==> src/rtl/lsm_pkg.sv <==
// Shared constants, codes, command/status types and the sector center table.
package lsm_pkg;

  localparam int unsigned MaxPerSector = 64;
  localparam int unsigned NumSectors   = 8;
  localparam int unsigned SecW         = 3;
  localparam int unsigned AngW         = 16;
  localparam int unsigned RangeW       = 16;
  localparam int unsigned HwW          = 13;
  localparam int unsigned CfgIdxW      = 3;
  localparam int unsigned CfgDataW     = 16;

  localparam logic [SecW-1:0]     LastSector    = SecW'(NumSectors - 1);
  localparam logic [RangeW-1:0]   EmptyMedian   = '1;
  localparam logic [AngW-1:0]     RstStartAngle = 16'd0;
  localparam logic [AngW-1:0]     RstAngleStep  = 16'd182;
  localparam logic [RangeW-1:0]   RstMinRange   = 16'd120;
  localparam logic [RangeW-1:0]   RstMaxRange   = 16'd12000;
  localparam logic [HwW-1:0]      RstHalfWidth  = 13'd907;

  typedef enum logic [CfgIdxW-1:0] {
    CfgStartAngle = 3'd0,
    CfgAngleStep  = 3'd1,
    CfgMinRange   = 3'd2,
    CfgMaxRange   = 3'd3,
    CfgHalfWidth  = 3'd4
  } cfg_reg_e;

  // controller -> datapath
  typedef struct packed {
    logic load;      // latch sample, step angle
    logic ins;       // store sample into current sector if it matches
    logic cap_cand;  // latch median candidate from RAM
    logic cmp;       // compare RAM word against candidate
    logic emit;      // load output register, clear sector count
  } dp_cmd_t;

  // datapath -> controller
  typedef struct packed {
    logic last;      // latched sample closes the scan
    logic cnt_zero;  // current sector holds nothing
    logic j_last;    // compare index at last stored element
    logic found;     // candidate has rank count/2
    logic out_free;  // output register can take a result
  } dp_stat_t;

  function automatic logic [AngW-1:0] sector_center(input logic [SecW-1:0] s);
    logic [AngW-1:0] c;
    case (s)
      3'd0:    c = 16'd32768;
      3'd1:    c = 16'd0;
      3'd2:    c = 16'd49152;
      3'd3:    c = 16'd16384;
      3'd4:    c = 16'd40960;
      3'd5:    c = 16'd24576;
      3'd6:    c = 16'd57344;
      default: c = 16'd8192;
    endcase
    return c;
  endfunction

endpackage

==> src/rtl/lsm_ctrl.sv <==
// Controller: sector insertion sweep and per-sector median rank search.
module lsm_ctrl #(
  parameter int unsigned MaxPerSector = lsm_pkg::MaxPerSector,
  localparam int unsigned IdxW = $clog2(MaxPerSector)
) (
  input  logic                     clk_i,
  input  logic                     rst_ni,
  input  logic                     in_valid_i,
  output logic                     in_ready_o,
  input  lsm_pkg::dp_stat_t        stat_i,
  output lsm_pkg::dp_cmd_t         cmd_o,
  output logic [lsm_pkg::SecW-1:0] sec_o,
  output logic [IdxW-1:0]          rd_idx_o,
  output logic [IdxW-1:0]          j_o
);
  typedef enum logic [2:0] {
    StIdle, StIns, StSelStart, StRdCand, StCapCand, StCmp, StChk, StEmit
  } state_e;

  state_e state_q, state_d;
  logic [lsm_pkg::SecW-1:0] sec_q, sec_d;
  logic [IdxW-1:0] i_q, i_d, j_q, j_d;
  logic accept;

  assign in_ready_o = (state_q == StIdle);
  assign accept     = in_valid_i && in_ready_o;
  assign sec_o      = sec_q;
  assign j_o        = j_q;

  always_comb begin
    state_d  = state_q;
    sec_d    = sec_q;
    i_d      = i_q;
    j_d      = j_q;
    cmd_o    = '0;
    rd_idx_o = i_q;
    unique case (state_q)
      StIdle: begin
        cmd_o.load = accept;
        if (accept) begin
          sec_d   = '0;
          state_d = StIns;
        end
      end
      StIns: begin
        cmd_o.ins = 1'b1;
        sec_d     = sec_q + 1'b1;
        if (sec_q == lsm_pkg::LastSector) begin
          sec_d   = '0;
          state_d = stat_i.last ? StSelStart : StIdle;
        end
      end
      StSelStart: begin
        i_d     = '0;
        state_d = stat_i.cnt_zero ? StEmit : StRdCand;
      end
      StRdCand: begin
        rd_idx_o = i_q;
        state_d  = StCapCand;
      end
      StCapCand: begin
        cmd_o.cap_cand = 1'b1;
        rd_idx_o       = '0;
        j_d            = '0;
        state_d        = StCmp;
      end
      StCmp: begin
        // read of j+1 overlaps the compare of j
        cmd_o.cmp = 1'b1;
        rd_idx_o  = j_q + 1'b1;
        j_d       = j_q + 1'b1;
        if (stat_i.j_last) state_d = StChk;
      end
      StChk: begin
        if (stat_i.found) begin
          state_d = StEmit;
        end else begin
          i_d     = i_q + 1'b1;
          state_d = StRdCand;
        end
      end
      StEmit: begin
        if (stat_i.out_free) begin
          cmd_o.emit = 1'b1;
          sec_d      = sec_q + 1'b1;
          state_d    = (sec_q == lsm_pkg::LastSector) ? StIdle : StSelStart;
        end
      end
      default: state_d = StIdle;
    endcase
  end

  always_ff @(posedge clk_i or negedge rst_ni) begin
    if (!rst_ni) begin
      state_q <= StIdle;
      sec_q   <= '0;
      i_q     <= '0;
      j_q     <= '0;
    end else begin
      state_q <= state_d;
      sec_q   <= sec_d;
      i_q     <= i_d;
      j_q     <= j_d;
    end
  end
endmodule

==> config.mk <==
export PLATFORM = sky130hd
export DESIGN_NAME = lsm_ctrl
export DESIGN_NICKNAME = d
export VERILOG_FILES = /design/src/rtl/lsm_pkg.sv /design/src/rtl/lsm_ctrl.sv
export SDC_FILE = /design/constraint.sdc
export NUM_CORES = 1
export LEC_CHECK = 0
export ABC_CLOCK_PERIOD_IN_PS = 4900
export BUFFER_PORTS_ARGS = -buffer_cell sky130_fd_sc_hd__buf_2
export CAP_MARGIN = 20
export CORE_MARGIN = 2
export CORE_UTILIZATION = 40
export CTS_BUF_LIST = sky130_fd_sc_hd__clkbuf_8
export CTS_CLUSTER_DIAMETER = 120
export DETAILED_ROUTE_END_ITERATION = 10
export PLACE_DENSITY = 0.71
export SLEW_MARGIN = 0
export SYNTH_ARGS = -nofsm -noshare
export SYNTH_HDL_FRONTEND = slang
export SYNTH_SLANG_ARGS = --single-unit
==> constraint.sdc <==
create_clock -name clk_i -period 4.9 [get_ports clk_i]
set_input_delay 0.98 -clock clk_i [delete_from_list [all_inputs] [get_ports clk_i]]
set_output_delay 0.98 -clock clk_i [all_outputs]
set_load 0.05 [all_outputs]
==> results by group <==
Final layout
  • Design Area, Final: 0.00133 mm^2
  • Commonest non-fill, non-tap cell in the layout: buf_2
  • Commonest non-fill, non-tap cells in the layout: buf_2 (28), nand2_1 (18), dfrtp_1 (18), o21ai_0 (11), inv_1 (9)
  • Finished Layout Cells: 183
  • Nets: 166
  • Layout cell share with drive strength beyond 1: 24.3%
  • ANT cells: 0
  • Area grow syn2layout: 14.3%

Die
  • Core area: 0.00276 mm^2
  • DIE HEIGHT: 57.9 um
  • Top Ports: 29
  • Placement Rows: 19
  • Die ar.: 0.00335 mm^2
  • Starting Density: 42.2%
  • Die width: 57.9 um

Timing
  • Setup skew after layout: 0.00267 ns
  • Max-slew violations: 0
  • Fin crit period: 3.11 ns
  • TNS Setup: 0 ns
  • Final setup margin: 1.79 ns
  • Slew headroom: 58.5%
  • Fin crit share: 63.4%
  • Slew @ Worst Pin: 0.622 ns
  • Fmax: 322 MHz
  • Final setup violation count: 0
  • RSZ-0062 raised after global routing: no
  • Final Hold Fails: 0

Run
  • Maxcap violations: 0

Logic synthesis
  • Post-synthesis sequential area ratio: 38.8%
  • Unique cell type count in the Yosys netlist: 37
  • Syn Inst Count: 129
  • Syn Std Cell Area: 0.00116 mm^2
  • #FFs+latches synth: 18
  • Syn Area/Cell: 9.01 um^2
  • Synthesis Warnings: 0
  • Net count after synthesis: 141

Clock tree
  • Hold buffers post-CTS: 0
  • Post-CTS Repair Setup Buffers: 0
  • Root buffer cell: clkbuf_8
  • Clk buf depth: 2
  • Worst-path clk slew: 0.06 ns
  • Cts repair resizes: 0
  • Num CTS Buffers: 3
  • TritonCTS clock tree: yes
  • Clk Latency, worst-skew pair: 0.25 ns
  • CTS sink cnt: 18
  • H-Tree Level Count: 1

Routing
  • Drt pass-1 iters: 4
  • Final wirelength: 2580 um
  • Antenna-violating nets left: 0
  • DR vias: 1,056
  • Via density: 5.77
  • Post-route DRC: 0
  • WL per Instance: 14.1 um
  • Initial drt markers: 37

Global route
  • Grt total ovfl: 0
  • Largest net degree at the start of global routing: 22
  • GRT Util Overall: 17.3%
  • Vias in the first global route: 994
  • Initial antenna violation count: 0
  • First-pass GRT wire length: 4440 um

Placement
  • Post-Place Worst Slack: 2.07 ns
  • Final Wtd Congestion: 0.812
  • Post-DP Area: 0.00129 mm^2
  • HPWL after DPL: 1870 um
  • Dpl cells: 180
  • Port-buffer cells: 28

Setup path
  • Max incr delay on CP: 0.74 ns
  • CP Max Fanout: 19
  • Critical path type: reg -> out
  • Startpoint Class: register
  • CP max stage cell: dfrtp_1
  • Bufs and invs on worst path: 1
  • Top delay family on crit path: flip-flops
  • Crit path capture type: primary output
  • Crit-path cells: nand2b_1 -> o31ai_1 -> buf_2
  • Critical path arrival: 2.13 ns
  • Worst EP required: 3.92 ns

Power
  • LEAKAGE: 0.667 nW
  • VDD IR-drop max: 0.323 mV
  • Logic pwr share: 54.1%
  • Final total power: 0.870 mW
  • Sw Share: 54.5%
  • Reg power frac: 34.1%
  • Power Internal: 0.396 mW
  • Power Dens Cells: 655 mW/mm^2
  • NetSw: 0.474 mW
  • Power share of the clock group: 11.8%

Worst hold path
  • Hold Crit Class: reg -> reg

Run status
  • Outcome: completed
==> final cells by class <==
cell class,count,area (um^2)
Tap cell,31,38.8
Sequential cell,18,450
Multi-Input combinational cell,94,624
Clock buffer,3,41.3
Timing Repair Buffer,28,140
Inverter,9,33.8
Fill cell,260,1430
==> path summary, 6_finish.rpt <==
path                            startpoint          end  slack [ns]  depth (start not counted)
worst max-delay path            state_q[2]  rd_idx_o[2]        1.79                          3
worst min register to register      i_q[5]       i_q[5]        0.51                          1
worst min-delay path                i_q[5]       i_q[5]        0.51                          1
min in group asynchronous           rst_ni       j_o[4]        0.65                          1
worst max register to register  state_q[2]       j_o[2]        3.24                          3
max in group asynchronous           rst_ni       i_q[1]        3.95                          1
==> sequential cells by signal (all words and copies together), names as in the netlist <==
register / flops
i_q: 6
j_o: 6
sec_o: 3
state_q: 3
==> logic make-up after synthesis <==
family	synth area share, %
mux	4.31
xor+xnor	2.26
flops	38.8
compound gates	18.2
buf+inv	7.53
fa+ha+maj	4.31
simple gates	24.7
==> power groups by stage <==
stage               Clock [mW]  Combinational (mW)  Sequential (mW)
floorplan                    0               0.376            0.309
detailed placement           0               0.470            0.299
global placement             0               0.461            0.292
CTS                      0.104               0.472            0.296
finish                   0.102               0.471            0.297
global route             0.114               0.514            0.309
==> routing by layer <==
layer | GRT usage, % | wire, um
met5 | 0 | 0
met4 | 10.6 | 80
met3 | 2.23 | 157
met2 | 27.3 | 1180
met1 | 22.6 | 1160
==> cell usage after synthesis <==
cell / n / share of area, %
nor2b_1: 1 / 0.54
mux2i_1: 5 / 4.3
nand4_1: 3 / 1.6
nand3_1: 6 / 2.6
and4bb_2: 1 / 1.1
o32a_1: 1 / 0.86
nand2_1: 18 / 5.8
dfrtp_1: 18 / 39
o211ai_1: 2 / 1.3
o31ai_1: 3 / 1.9
o21a_1: 1 / 0.65
a31oi_1: 3 / 1.6
or3_1: 1 / 0.54
nand2b_1: 3 / 1.6
or2_2: 1 / 0.54
o311ai_0: 1 / 0.75
ha_1: 4 / 4.3
o21ai_0: 11 / 4.7
nor3_1: 3 / 1.3
nor2_1: 4 / 1.3
buf_4: 1 / 0.65
clkbuf_1: 1 / 0.32
and2_1: 1 / 0.54
or3b_1: 1 / 0.75
o22ai_1: 3 / 1.6
nand3b_4: 1 / 1.7
inv_1: 9 / 2.9
buf_2: 4 / 1.7
buf_6: 2 / 1.9
a22o_1: 2 / 1.5
a21oi_1: 6 / 2.6
a21boi_0: 1 / 0.65
nand3_2: 1 / 0.86
or4_4: 1 / 0.97
xnor2_1: 3 / 2.3
nand4bb_4: 1 / 2.4
and3_1: 1 / 0.54
==> per-stage QoR <==
stage	hold slack, ns	util, %
after floorplan	0.445	-
after global placement	0.478	46.7
after detailed placement	0.488	46.7
after CTS	0.496	48.2
after global routing	0.531	48.2
final	0.506	48.2
No activity file was read; power rests on OpenSTA's default activity.
